**config.mk**
```make
export PLATFORM = sky130hd
export DESIGN_NAME = qrs_sqrt_cell
export DESIGN_NICKNAME = d
export VERILOG_FILES = /design/src/rtl/quadratic_root_solver_defines.svh /design/src/rtl/qrs_pkg.sv /design/src/rtl/qrs_sqrt_cell.sv
export SDC_FILE = /design/constraint.sdc
export NUM_CORES = 1
export LEC_CHECK = 0
export ABC_AREA = 1
export BUFFER_PORTS_ARGS = -buffer_cell sky130_fd_sc_hd__buf_2
export CORE_ASPECT_RATIO = 0.6
export CORE_MARGIN = 3
export CORE_UTILIZATION = 40
export DETAILED_ROUTE_END_ITERATION = 10
export GPL_TIMING_DRIVEN = 0
export PLACE_DENSITY = 0.67
export SLEW_MARGIN = 20
export SYNTH_ARGS = -nofsm -noshare
export SYNTH_HDL_FRONTEND = slang
export SYNTH_SLANG_ARGS = --single-unit
```
**constraint.sdc**
```tcl
create_clock -name clk -period 3.7 [get_ports clk]
set_input_delay 0.37 -clock clk [delete_from_list [all_inputs] [get_ports clk]]
set_output_delay 0.37 -clock clk [all_outputs]
set_load 0.005 [all_outputs]
```
**src/rtl/quadratic_root_solver_defines.svh**
```systemverilog
// Assertion helpers shared by the quadratic root solver RTL.
`ifndef QUADRATIC_ROOT_SOLVER_DEFINES_SVH
`define QUADRATIC_ROOT_SOLVER_DEFINES_SVH

// Same-cycle implication, checked outside reset.
`define QRS_ASSERT_IMPL(lbl, clk_s, rst_n_s, ante, cons, msg) \
	lbl: assert property (@(posedge clk_s) disable iff (!rst_n_s) (ante) |-> (cons)) \
		else $error(msg);

// Next-cycle implication, checked outside reset.
`define QRS_ASSERT_NEXT(lbl, clk_s, rst_n_s, ante, cons, msg) \
	lbl: assert property (@(posedge clk_s) disable iff (!rst_n_s) (ante) |=> (cons)) \
		else $error(msg);

`endif

```
**src/rtl/qrs_pkg.sv**
```systemverilog
package qrs_pkg;

	// Word format of coefficients and roots.
	localparam int WORD_BITS = 32;
	localparam int FRAC_BITS = 16;

	// Square root chain: one cell per result bit of a 64-bit radicand.
	localparam int RAD_W  = 2 * WORD_BITS;
	localparam int SQ_N   = WORD_BITS;
	localparam int ROOT_W = WORD_BITS;
	localparam int REM_W  = WORD_BITS + 2;

	// Divider chain: one cell per quotient bit.
	localparam int NUMER_W = WORD_BITS + 3;
	localparam int DIV_N   = 50;
	localparam int DREM_W  = WORD_BITS;

	// Residual check widths.
	localparam int PROD_W  = 2 * WORD_BITS;
	localparam int RES_W   = 3 * WORD_BITS + 1;
	localparam int MAG_W   = 3 * FRAC_BITS;
	localparam int HALF_W  = MAG_W / 2;
	localparam int SQ_W    = 2 * MAG_W;
	localparam int T_SH    = 3 * FRAC_BITS - WORD_BITS;
	localparam int RES_LAT = 10;

	// Tolerance register reset value and its square.
	localparam logic [WORD_BITS-1:0]   TOL_RESET    = 32'd4295;
	localparam logic [2*WORD_BITS-1:0] TOL_SQ_RESET = 64'(TOL_RESET) * 64'(TOL_RESET);

	// Side data traveling beside the square root cells.
	typedef struct packed {
		logic signed [WORD_BITS-1:0] a;
		logic signed [WORD_BITS-1:0] b;
		logic signed [WORD_BITS-1:0] c;
		logic                        dneg;
	} sq_side_t;

	// Side data traveling beside the divider cells.
	typedef struct packed {
		logic signed [WORD_BITS-1:0] a;
		logic signed [WORD_BITS-1:0] b;
		logic signed [WORD_BITS-1:0] c;
		logic                        neg1;
		logic                        neg2;
		logic                        cpx;
		logic                        deg;
	} dv_side_t;

	// Roots and flags traveling beside the residual check.
	typedef struct packed {
		logic signed [WORD_BITS-1:0] x1;
		logic signed [WORD_BITS-1:0] y1;
		logic signed [WORD_BITS-1:0] x2;
		logic signed [WORD_BITS-1:0] y2;
		logic                        cpx;
		logic                        deg;
		logic                        ovf;
	} rs_side_t;

	// Clamp a quotient magnitude to the signed word range and apply the sign.
	// Bit WORD_BITS of the result is the saturation flag.
	function automatic logic [WORD_BITS:0] qsat(input logic [DIV_N-1:0] q, input logic neg);
		logic [DIV_N-1:0]     lim;
		logic [WORD_BITS-1:0] v;
		logic                 o;
		lim = neg ? (DIV_N'(1) << (WORD_BITS - 1))
		          : ((DIV_N'(1) << (WORD_BITS - 1)) - DIV_N'(1));
		o = q > lim;
		v = o ? lim[WORD_BITS-1:0] : q[WORD_BITS-1:0];
		if (neg) begin
			v = ~v + 1'b1;
		end
		return {o, v};
	endfunction

endpackage

```
**src/rtl/qrs_sqrt_cell.sv**
```systemverilog
module qrs_sqrt_cell import qrs_pkg::*; (
	input  logic              clk,
	input  logic              en,
	input  logic [REM_W-1:0]  rem_i,
	input  logic [ROOT_W-1:0] root_i,
	input  logic [RAD_W-1:0]  rad_i,
	output logic [REM_W-1:0]  rem_o,
	output logic [ROOT_W-1:0] root_o,
	output logic [RAD_W-1:0]  rad_o
);

	logic [REM_W+1:0] rem_t;
	logic [REM_W+1:0] trial;
	logic [REM_W+1:0] diff;
	logic             take;

	// Bring down the next two radicand bits and try the next root bit.
	assign rem_t = {rem_i, rad_i[RAD_W-1 -: 2]};
	assign trial = {{(REM_W - ROOT_W){1'b0}}, root_i, 2'b01};
	assign take  = rem_t >= trial;
	assign diff  = rem_t - trial;

	// Hand the partial root and remainder to the next cell.
	always_ff @(posedge clk) begin
		if (en) begin
			rem_o  <= take ? diff[REM_W-1:0] : rem_t[REM_W-1:0];
			root_o <= {root_i[ROOT_W-2:0], take};
			rad_o  <= rad_i << 2;
		end
	end

endmodule

```
==> flow_summary.ini <==
[timing]
rsz0062_at_grt = no
final.setup.worst_slack_ns = 1.412
finalSetupViolations = 0
finalCritPeriodShare_pct = 61.83
worst_slew_pin_slew_ns = 0.7193
max_clock_freq_mhz = 437.1
hold_violations = 0
maxSlewHeadroom_pct = 51.54
slew_viol_final = 0
min_period_ns = 2.288
fin_tns_setup_ns = 0
holdWs_ns = 0.1283

[layout]
drive_gt1_share_pct = 29.31
syn_to_final_growth_pct = 32.31
nets = 1221
layout_commonest_cell = nand2_1
n_antenna_cell = 0
fill_cells = 1596
seq_area_mm2 = 0.003844
layout_common_cells = nand2_1 (288), buf_2 (258), inv_1 (139)
multi_input_area_mm2 = 0.002459

[worst_setup_path]
crit_start = rad_i[62]
path_max_fanout = 10
crit_type = input pin to flip-flop
worstSetupStartpointType = input pin
cp-end-kind = flip-flop
cp.arrival_ns = 2.44
cp.required_ns = 3.85

[place]
place_ws_ns = 1.015
hpwl_mm = 15.83
place.gp.congestion = 0.9078
io_buffers = 259

[synthesis]
synthMuxAreaShare_pct = 0
synth_seq_cells = 128
synth_simple_gate_area_share_pct = 23.87
synth_cell_types = 25
syn_area_mm2 = 0.006898
yosysTopAreaCellShare_pct = 55.72
synth_top_family_by_area = simple AND/OR/NAND/NOR gates
synth_warnings = 0
synth-seq-area-share_pct = 55.72
syn-instance-count = 775
synth.avg_cell_area_um2 = 8.900
synth_top_area_cell = edfxtp_1
synth_compound_area_share_pct = 3.211
synth_fa_ha_area_share_pct = 6.167
synth-xor-area-share_pct = 2.286
synth.area.top_cells = edfxtp_1 (56%), nand2_1 (16%), inv_1 (7.6%), ha_1 (6.2%), nand3_1 (2.8%)

[detailed_routing]
drc_errors = 0
ant_nets = 0
wirelength_mm = 19.74
dr.pass1.iters = 5
drtIter0Drc = 511
vias = 5963
vias_per_cell = 4.601
wl_per_cell_um = 15.23

[global_routing]
track_usage_pct = 20.69
grt_pass1_vias = 5615
overflow = 0
antenna_found_initial = 0
grt_max_degree = 77
grt_pass1_wl_mm = 29.98

[worst_hold_path]
hp-start = rad_i[11]
min_path_type = input pin to flip-flop
holdPathStages = 1

[job]
drv_cap = 0

[die]
io_pins = 262
coreArea_mm2 = 0.01658
die_h_um = 107.7
die_w_um = 175.5
start_util_pct = 41.61
die_area_mm2 = 0.01891
rows = 36

[clock_network]
clk_pin_slew_worst_paths_ns = 0.06
cts_tree = done
cts_buffers = 17
cts_setup_buffers = 0
cts_buffer_depth = 2
cts_resized = 0
clock-root-buffer = clkbuf_16
cts_sinks = 128
cts_hold_buf = 0
h-tree-depth = 4

[power]
powerDensity_mw_per_mm2 = 475.9
peakVddDrop_mv = 0.2535
leakage_nw = 4.672

[outcome]
status = finished, final reports clean
## metrics by stage
step                instances  power (mW)  instance area (um^2)  utilization [%]
floorplan                 776       2.240                  6902                -
global placement         1263       2.605                  8483            51.18
detailed placement       1264       2.612                  8517            51.38
CTS                      1296       4.379                  9126            55.06
global route             1296       4.565                  9126            55.06
finish                   1296       4.344                  9126            55.06
## path summary, 6_finish.rpt
check,endpoint
worst max-delay path,rem_o[24]$_DFFE_PP_
worst min-delay path,rad_o[13]$_DFFE_PP_
## area by class of cell
type | count | area share [%]
buffer | 8 | 0.7815
clock buffer | 18 | 4.703
clock inverter | 14 | 1.974
inverter | 140 | 5.786
multi-input combinational | 500 | 26.94
sequential | 128 | 42.12
tap | 228 | 3.126
timing repair buffer | 260 | 14.57
## cells in the mapped netlist
cell,number
buf_6,3
conb_1,1
nand3_1,38
edfxtp_1,128
buf_4,5
inv_4,1
a21oi_2,1
nand3_2,1
xor2_1,15
nand2_4,1
nand4_1,6
ha_1,34
or2_2,1
nor2_1,49
nand3b_1,4
nand2_1,288
o21bai_1,3
o21ai_0,13
inv_1,139
and2_1,3
nor2_2,8
nor3_1,3
nand2_2,2
a21oi_1,25
xnor2_1,3
## worst max-delay path, stage by stage
cell and delay (ns):
buf_2 0.15, inv_1 0.10, ha_1 0.23, inv_1 0.13, nand3_1 0.08, nand3_1 0.18
nand3_1 0.13, nand3_2 0.14, nand2_1 0.10, nand2_1 0.14, nand2_1 0.10, nand2_4 0.17
inv_4 0.11, buf_6 0.16, nand2_1 0.06, nand2_1 0.08
## per-layer routing
layer | up-vias | part of all wire, % | GRT usage [%]
met4 | 0 | 0.96 | 4.065
met5 | - | 0 | 0
met1 | 2665 | 49 | 31.61
met3 | 18 | 10 | 6.695
li1 | 3026 | - | -
met2 | 254 | 40 | 28.42
## kinds of logic after synthesis
kind of cell               after synthesis
other                                    1
adders and majority gates               34
buffers and inverters                  148
xor gates and xnor gates                18
and+or+nand+nor                        404
AOI/OAI and AO/OA                       42
DFF                                    128
## state kept, by name (all words and copies together), names as in the netlist
| register | count |
|---|---|
| rad_o | 62 |
| root_o | 32 |
| rem_o | 34 |
## power by group
part	internal (mW)	switching, mW	leakage, nW
Clock	1.07	0.680	0.287
Combinational	0.312	0.477	3.13
Sequential	1.77	0.0317	1.25
Power figures use the tool's default switching activity.
