File: src/rtl/quadratic_root_solver_defines.svh
// Assertion helpers shared by the quadratic root solver RTL.
`ifndef QUADRATIC_ROOT_SOLVER_DEFINES_SVH
`define QUADRATIC_ROOT_SOLVER_DEFINES_SVH

// Same-cycle implication, checked outside reset.
`define QRS_ASSERT_IMPL(lbl, clk_s, rst_n_s, ante, cons, msg) \
	lbl: assert property (@(posedge clk_s) disable iff (!rst_n_s) (ante) |-> (cons)) \
		else $error(msg);

// Next-cycle implication, checked outside reset.
`define QRS_ASSERT_NEXT(lbl, clk_s, rst_n_s, ante, cons, msg) \
	lbl: assert property (@(posedge clk_s) disable iff (!rst_n_s) (ante) |=> (cons)) \
		else $error(msg);

`endif

File: src/rtl/qrs_pkg.sv
package qrs_pkg;

	// Word format of coefficients and roots.
	localparam int WORD_BITS = 32;
	localparam int FRAC_BITS = 16;

	// Square root chain: one cell per result bit of a 64-bit radicand.
	localparam int RAD_W  = 2 * WORD_BITS;
	localparam int SQ_N   = WORD_BITS;
	localparam int ROOT_W = WORD_BITS;
	localparam int REM_W  = WORD_BITS + 2;

	// Divider chain: one cell per quotient bit.
	localparam int NUMER_W = WORD_BITS + 3;
	localparam int DIV_N   = 50;
	localparam int DREM_W  = WORD_BITS;

	// Residual check widths.
	localparam int PROD_W  = 2 * WORD_BITS;
	localparam int RES_W   = 3 * WORD_BITS + 1;
	localparam int MAG_W   = 3 * FRAC_BITS;
	localparam int HALF_W  = MAG_W / 2;
	localparam int SQ_W    = 2 * MAG_W;
	localparam int T_SH    = 3 * FRAC_BITS - WORD_BITS;
	localparam int RES_LAT = 10;

	// Tolerance register reset value and its square.
	localparam logic [WORD_BITS-1:0]   TOL_RESET    = 32'd4295;
	localparam logic [2*WORD_BITS-1:0] TOL_SQ_RESET = 64'(TOL_RESET) * 64'(TOL_RESET);

	// Side data traveling beside the square root cells.
	typedef struct packed {
		logic signed [WORD_BITS-1:0] a;
		logic signed [WORD_BITS-1:0] b;
		logic signed [WORD_BITS-1:0] c;
		logic                        dneg;
	} sq_side_t;

	// Side data traveling beside the divider cells.
	typedef struct packed {
		logic signed [WORD_BITS-1:0] a;
		logic signed [WORD_BITS-1:0] b;
		logic signed [WORD_BITS-1:0] c;
		logic                        neg1;
		logic                        neg2;
		logic                        cpx;
		logic                        deg;
	} dv_side_t;

	// Roots and flags traveling beside the residual check.
	typedef struct packed {
		logic signed [WORD_BITS-1:0] x1;
		logic signed [WORD_BITS-1:0] y1;
		logic signed [WORD_BITS-1:0] x2;
		logic signed [WORD_BITS-1:0] y2;
		logic                        cpx;
		logic                        deg;
		logic                        ovf;
	} rs_side_t;

	// Clamp a quotient magnitude to the signed word range and apply the sign.
	// Bit WORD_BITS of the result is the saturation flag.
	function automatic logic [WORD_BITS:0] qsat(input logic [DIV_N-1:0] q, input logic neg);
		logic [DIV_N-1:0]     lim;
		logic [WORD_BITS-1:0] v;
		logic                 o;
		lim = neg ? (DIV_N'(1) << (WORD_BITS - 1))
		          : ((DIV_N'(1) << (WORD_BITS - 1)) - DIV_N'(1));
		o = q > lim;
		v = o ? lim[WORD_BITS-1:0] : q[WORD_BITS-1:0];
		if (neg) begin
			v = ~v + 1'b1;
		end
		return {o, v};
	endfunction

endpackage

File: src/rtl/qrs_div_cell.sv
module qrs_div_cell import qrs_pkg::*; (
	input  logic              clk,
	input  logic              en,
	input  logic [DREM_W-1:0] rem_i,
	input  logic [DIV_N-1:0]  nq_i,
	input  logic [DREM_W-1:0] den_i,
	output logic [DREM_W-1:0] rem_o,
	output logic [DIV_N-1:0]  nq_o,
	output logic [DREM_W-1:0] den_o
);

	logic [DREM_W:0] rem_t;
	logic [DREM_W:0] diff;
	logic            take;

	// Shift in the next dividend bit and subtract the divisor when it fits.
	assign rem_t = {rem_i, nq_i[DIV_N-1]};
	assign take  = rem_t >= {1'b0, den_i};
	assign diff  = rem_t - {1'b0, den_i};

	// The dividend shifts out at the top while quotient bits enter at the bottom.
	always_ff @(posedge clk) begin
		if (en) begin
			rem_o <= take ? diff[DREM_W-1:0] : rem_t[DREM_W-1:0];
			nq_o  <= {nq_i[DIV_N-2:0], take};
			den_o <= den_i;
		end
	end

endmodule

File: config.mk
export PLATFORM = sky130hd
export DESIGN_NAME = qrs_div_cell
export DESIGN_NICKNAME = d
export VERILOG_FILES = /design/src/rtl/quadratic_root_solver_defines.svh /design/src/rtl/qrs_pkg.sv /design/src/rtl/qrs_div_cell.sv
export SDC_FILE = /design/constraint.sdc
export NUM_CORES = 1
export LEC_CHECK = 0
export ABC_AREA = 1
export BUFFER_PORTS_ARGS = -buffer_cell sky130_fd_sc_hd__buf_2
export CAP_MARGIN = 20
export CELL_PAD_IN_SITES_DETAIL_PLACEMENT = 0
export CELL_PAD_IN_SITES_GLOBAL_PLACEMENT = 2
export CORE_MARGIN = 1
export CORE_UTILIZATION = 25
export DETAILED_ROUTE_END_ITERATION = 10
export PLACE_DENSITY_LB_ADDON = 0.1
export SLEW_MARGIN = 20
export SYNTH_ARGS = -nofsm -noshare
export SYNTH_HDL_FRONTEND = slang
export SYNTH_SLANG_ARGS = --single-unit
File: constraint.sdc
create_clock -name clk -period 3.5 [get_ports clk]
set_input_delay 0.35 -clock clk [delete_from_list [all_inputs] [get_ports clk]]
set_output_delay 0.35 -clock clk [all_outputs]
set_load 0.03 [all_outputs]
==> Flow_metrics.wiki <==
{| class="wikitable"
! Metric !! Value
|-
| First element of the critical path || den_i[28]
|-
| Critical Path End Type || register
|-
| Cell-by-cell trace of the critical path || buf_2, inv_1, ha_1, a21oi_1, nand2_1, nand2_1, nand3_1, nor2_4, nand2_8, nand2_1, nand2_1
|-
| Post-DP Area || 0.008127 mm^2
|-
| Post-detailed-route DRC marker count || 0
|-
| Via count || 5616
|-
| Post-cts repair resize count || 0
|-
| Post-route design area || 0.008805 mm^2
|-
| X dimension of the die || 164.7 um
|-
| Cell type with the highest aggregate area in the netlist || sky130_fd_sc_hd__edfxtp_1
|-
| Ranking of synthesized cells by instance count || sky130_fd_sc_hd__nand2_1 (276), sky130_fd_sc_hd__inv_1 (149), sky130_fd_sc_hd__edfxtp_1 (114), sky130_fd_sc_hd__nand3_1 (52), sky130_fd_sc_hd__nor2_1 (34)
|-
| Clock slew seen by the registers of the worst setup and hold paths || 0.06 ns
|-
| Cell with the biggest individual delay on the critical path || sky130_fd_sc_hd__nor2_4
|-
| Startpoint-to-endpoint class of the critical path || in -> reg
|-
| Vertical die dimension || 164.7 um
|-
| Number of warnings reported in the yosys synthesis log || 0
|-
| Maximum fanout count along the critical path || 35
|-
| Number of nets produced by synthesis || 915
|-
| Sum Neg Setup Slack || 0 ns
|-
| Final max-slew violation count || 0
|-
| End of the critical path || rem_o[13]
|-
| Total track usage || 15.54%
|-
| Peak supply drop || 0.3423 mV
|-
| Routability cong. || 0.7506
|-
| Area enclosed by the die boundary || 0.02712 mm^2
|-
| Final setup violation count || 0
|-
| Power density over the cells || 549.7 mW/mm^2
|-
| Worst-Margin Slew || 1.068 ns
|-
| CTS H-tree lvls || 4
|-
| FMAX || 371.9 MHz
|-
| Post-Route WL || 20870 um
|-
| Core occupancy in the finished layout || 33.88%
|-
| DR pass1 iterations || 6
|-
| CP startpoint kind || primary input
|-
| Post-synthesis average cell area || 8.639 um^2
|-
| Min-Delay Path Class || in -> reg
|-
| Max Cap Viol || 0
|-
| Buffer count from post-CTS setup fixing || 0
|-
| Max_slew headroom || 28.63%
|-
| Share of flip-flops with an asynchronous set or reset || 0%
|-
| Master cell of the clock root buffer || sky130_fd_sc_hd__clkbuf_16
|-
| Number of nets with antenna violations after detailed routing || 0
|-
| Netlist cell types || 29
|-
| Area of the placeable core || 0.02598 mm^2
|-
| Netlist area before placement || 0.006618 mm^2
|-
| Clock tree sinks || 114
|-
| Static Leak || 4.518 nW
|-
| Clock Path Buffers || 2
|-
| Max stage delay on crit path || 0.83 ns
|-
| Starting density of the core || 25.47%
|-
| Setup repair after global routing missed its margin || false
|-
| Cts-stage hold buffer count || 0
|-
| # IOs || 230
|-
| Pwr Total || 4.840 mW
|-
| Final critical-path share of the clock period || 76.82%
|-
| TritonCTS clock tree || done
|-
| Count of flip-flops with a built-in enable after synthesis || 114
|-
| Average routed wire per standard cell || 15.41 um
|-
| Req. time, crit path || 3.67 ns
|-
| Final layout net count || 1156
|-
| First-iteration detailed-routing DRC count || 255
|-
| Initial antenna violation count || 0
|-
| Run status || finished clean
|-
| Synth area leaders || sky130_fd_sc_hd__edfxtp_1 (52%), sky130_fd_sc_hd__nand2_1 (16%), sky130_fd_sc_hd__inv_1 (8.5%)
|-
| Predominant post-synthesis flop cell || sky130_fd_sc_hd__edfxtp_1
|-
| Min cycle time layout || 2.689 ns
|-
| Most frequent cell after synthesis || sky130_fd_sc_hd__nand2_1
|-
| Share of cells above drive strength 1 || 29.05%
|-
| Count of buffers inserted at the top-level ports || 229
|-
| Worst hold slack across all endpoints || 0.1023 ns
|-
| # rows || 59
|-
| Top cell type's share of synthesized area || 51.73%
|-
| Synthesis-to-finish area growth || 33.05%
|-
| Count of cells along the worst hold path || 1
|-
| Proportion of synthesized chip area in sequential cells || 51.73%
|-
| GRT Residual Overflow || 0
|-
| Arrival time of data at the critical path endpoint || 2.86 ns
|-
| Gate count of the mapped netlist || 766
|-
| Via-per-instance ratio || 4.148
|-
| Antenna fix cells || 0
|-
| Largest net degree at the start of global routing || 49
|-
| Seq cells post-synth || 114
|-
| Vias in the first global route || 5578
|-
| TritonCTS Buffers || 17
|-
| Detailed placement HPWL || 15920 um
|-
| Most repeated library cell on the critical path || sky130_fd_sc_hd__nand2_1
|-
| First-pass GRT wire length || 31360 um
|-
| Final hold vios || 0
|}
-- how the worst min path moves through the flow --
stage	to	slack, ns	startpoint
6_report	nq_o[7]	0.10	nq_i[6]
5_1_grt	nq_o[7]	0.08	nq_i[6]
3_3_place_gp	nq_o[16]	0.53	nq_i[15]
2_1_floorplan	den_o[0]	0.45	den_i[0]
4_1_cts	nq_o[7]	0.08	nq_i[6]
3_5_place_dp	nq_o[16]	0.53	nq_i[15]
-- worst max-delay path, delay by kind of cell --
| family | cells | cell delay (ns) |
|---|---|---|
| AO/OA/AOI/OAI | 1 | 0.26 |
| adder cells (fa/ha/maj) | 1 | 0.32 |
| buffers and inverters | 2 | 0.14 |
| AND/OR/NAND/NOR | 7 | 1.77 |
-- sequential cells by signal, indices dropped and copies added, names as in the netlist --
| signal | cells |
|---|---|
| nq_o | 50 |
| den_o | 32 |
| rem_o | 32 |
-- layout by cell type (no fill, tap or decap) --
master                      count
sky130_fd_sc_hd__nand2_4        1
sky130_fd_sc_hd__nor2_2         5
sky130_fd_sc_hd__or2_1          1
sky130_fd_sc_hd__nand3b_1      10
sky130_fd_sc_hd__and2_1         8
sky130_fd_sc_hd__nand2_8        1
sky130_fd_sc_hd__nor3_1         6
sky130_fd_sc_hd__buf_2        228
sky130_fd_sc_hd__xor2_1        13
sky130_fd_sc_hd__xnor2_1        1
sky130_fd_sc_hd__bufinv_16      6
sky130_fd_sc_hd__a21oi_1       21
sky130_fd_sc_hd__clkinv_4       5
sky130_fd_sc_hd__nand3_1       52
sky130_fd_sc_hd__nand2_2        4
sky130_fd_sc_hd__fa_1           1
sky130_fd_sc_hd__nand3_2       16
sky130_fd_sc_hd__inv_6          2
sky130_fd_sc_hd__edfxtp_1     114
sky130_fd_sc_hd__nor3_2         2
sky130_fd_sc_hd__inv_1        149
sky130_fd_sc_hd__nor2_1        34
sky130_fd_sc_hd__clkbuf_16     17
sky130_fd_sc_hd__nand2_1      276
sky130_fd_sc_hd__nor2_4         1
sky130_fd_sc_hd__inv_2          3
sky130_fd_sc_hd__ha_1          32
sky130_fd_sc_hd__nand4_1        2
sky130_fd_sc_hd__buf_4          4
sky130_fd_sc_hd__inv_8          1
sky130_fd_sc_hd__o21bai_1       1
sky130_fd_sc_hd__o21ai_0        2
-- per-stage QoR --
step                cells  setup slack, ns
floorplan             766            1.537
global placement     1323           0.3325
detailed placement   1323           0.2512
CTS                  1354           0.6910
global route         1354           0.5256
finish               1354           0.8113
-- cell type report --
| type | count | area, um^2 |
|---|---|---|
| inverters | 152 | 570.5 |
| multi-input cells | 490 | 2542 |
| fillers | 2834 | 17180 |
| well taps | 335 | 419.2 |
| flip-flops and latches | 114 | 3423 |
| repair buffers | 232 | 1171 |
| clock buffers | 17 | 425.4 |
| clock inverters | 14 | 252.7 |
-- cell families (layout without fill, tap and decap cells) --
group                      count (synthesis)  count (layout)  share of synthesized area (%)
AOI/OAI and AO/OA                         24              24                          1.853
xor gates and xnor gates                  14              14                          1.853
adders and majority gates                 33              33                          6.353
buffers and inverters                    162             415                          9.851
DFF                                      114             114                          51.73
and+or+nand+nor                          419             419                          28.36
-- routing by layer --
layer | vias up | GRT usage (%) | wire length (um)
met5 | - | 0 | 0
met4 | 0 | 4.003 | 148
met3 | 10 | 3.315 | 1302
met2 | 183 | 25.02 | 9250
met1 | 2515 | 21.01 | 10170
li1 | 2908 | - | -
-- power by group --
part	leakage, nW	switching [mW]	internal [mW]
clock network	0.330	0.733	1.35
registers	1.12	0.0292	1.67
logic	3.07	0.747	0.316
total	4.52	1.51	3.33
(Power assumes the default switching activity.)
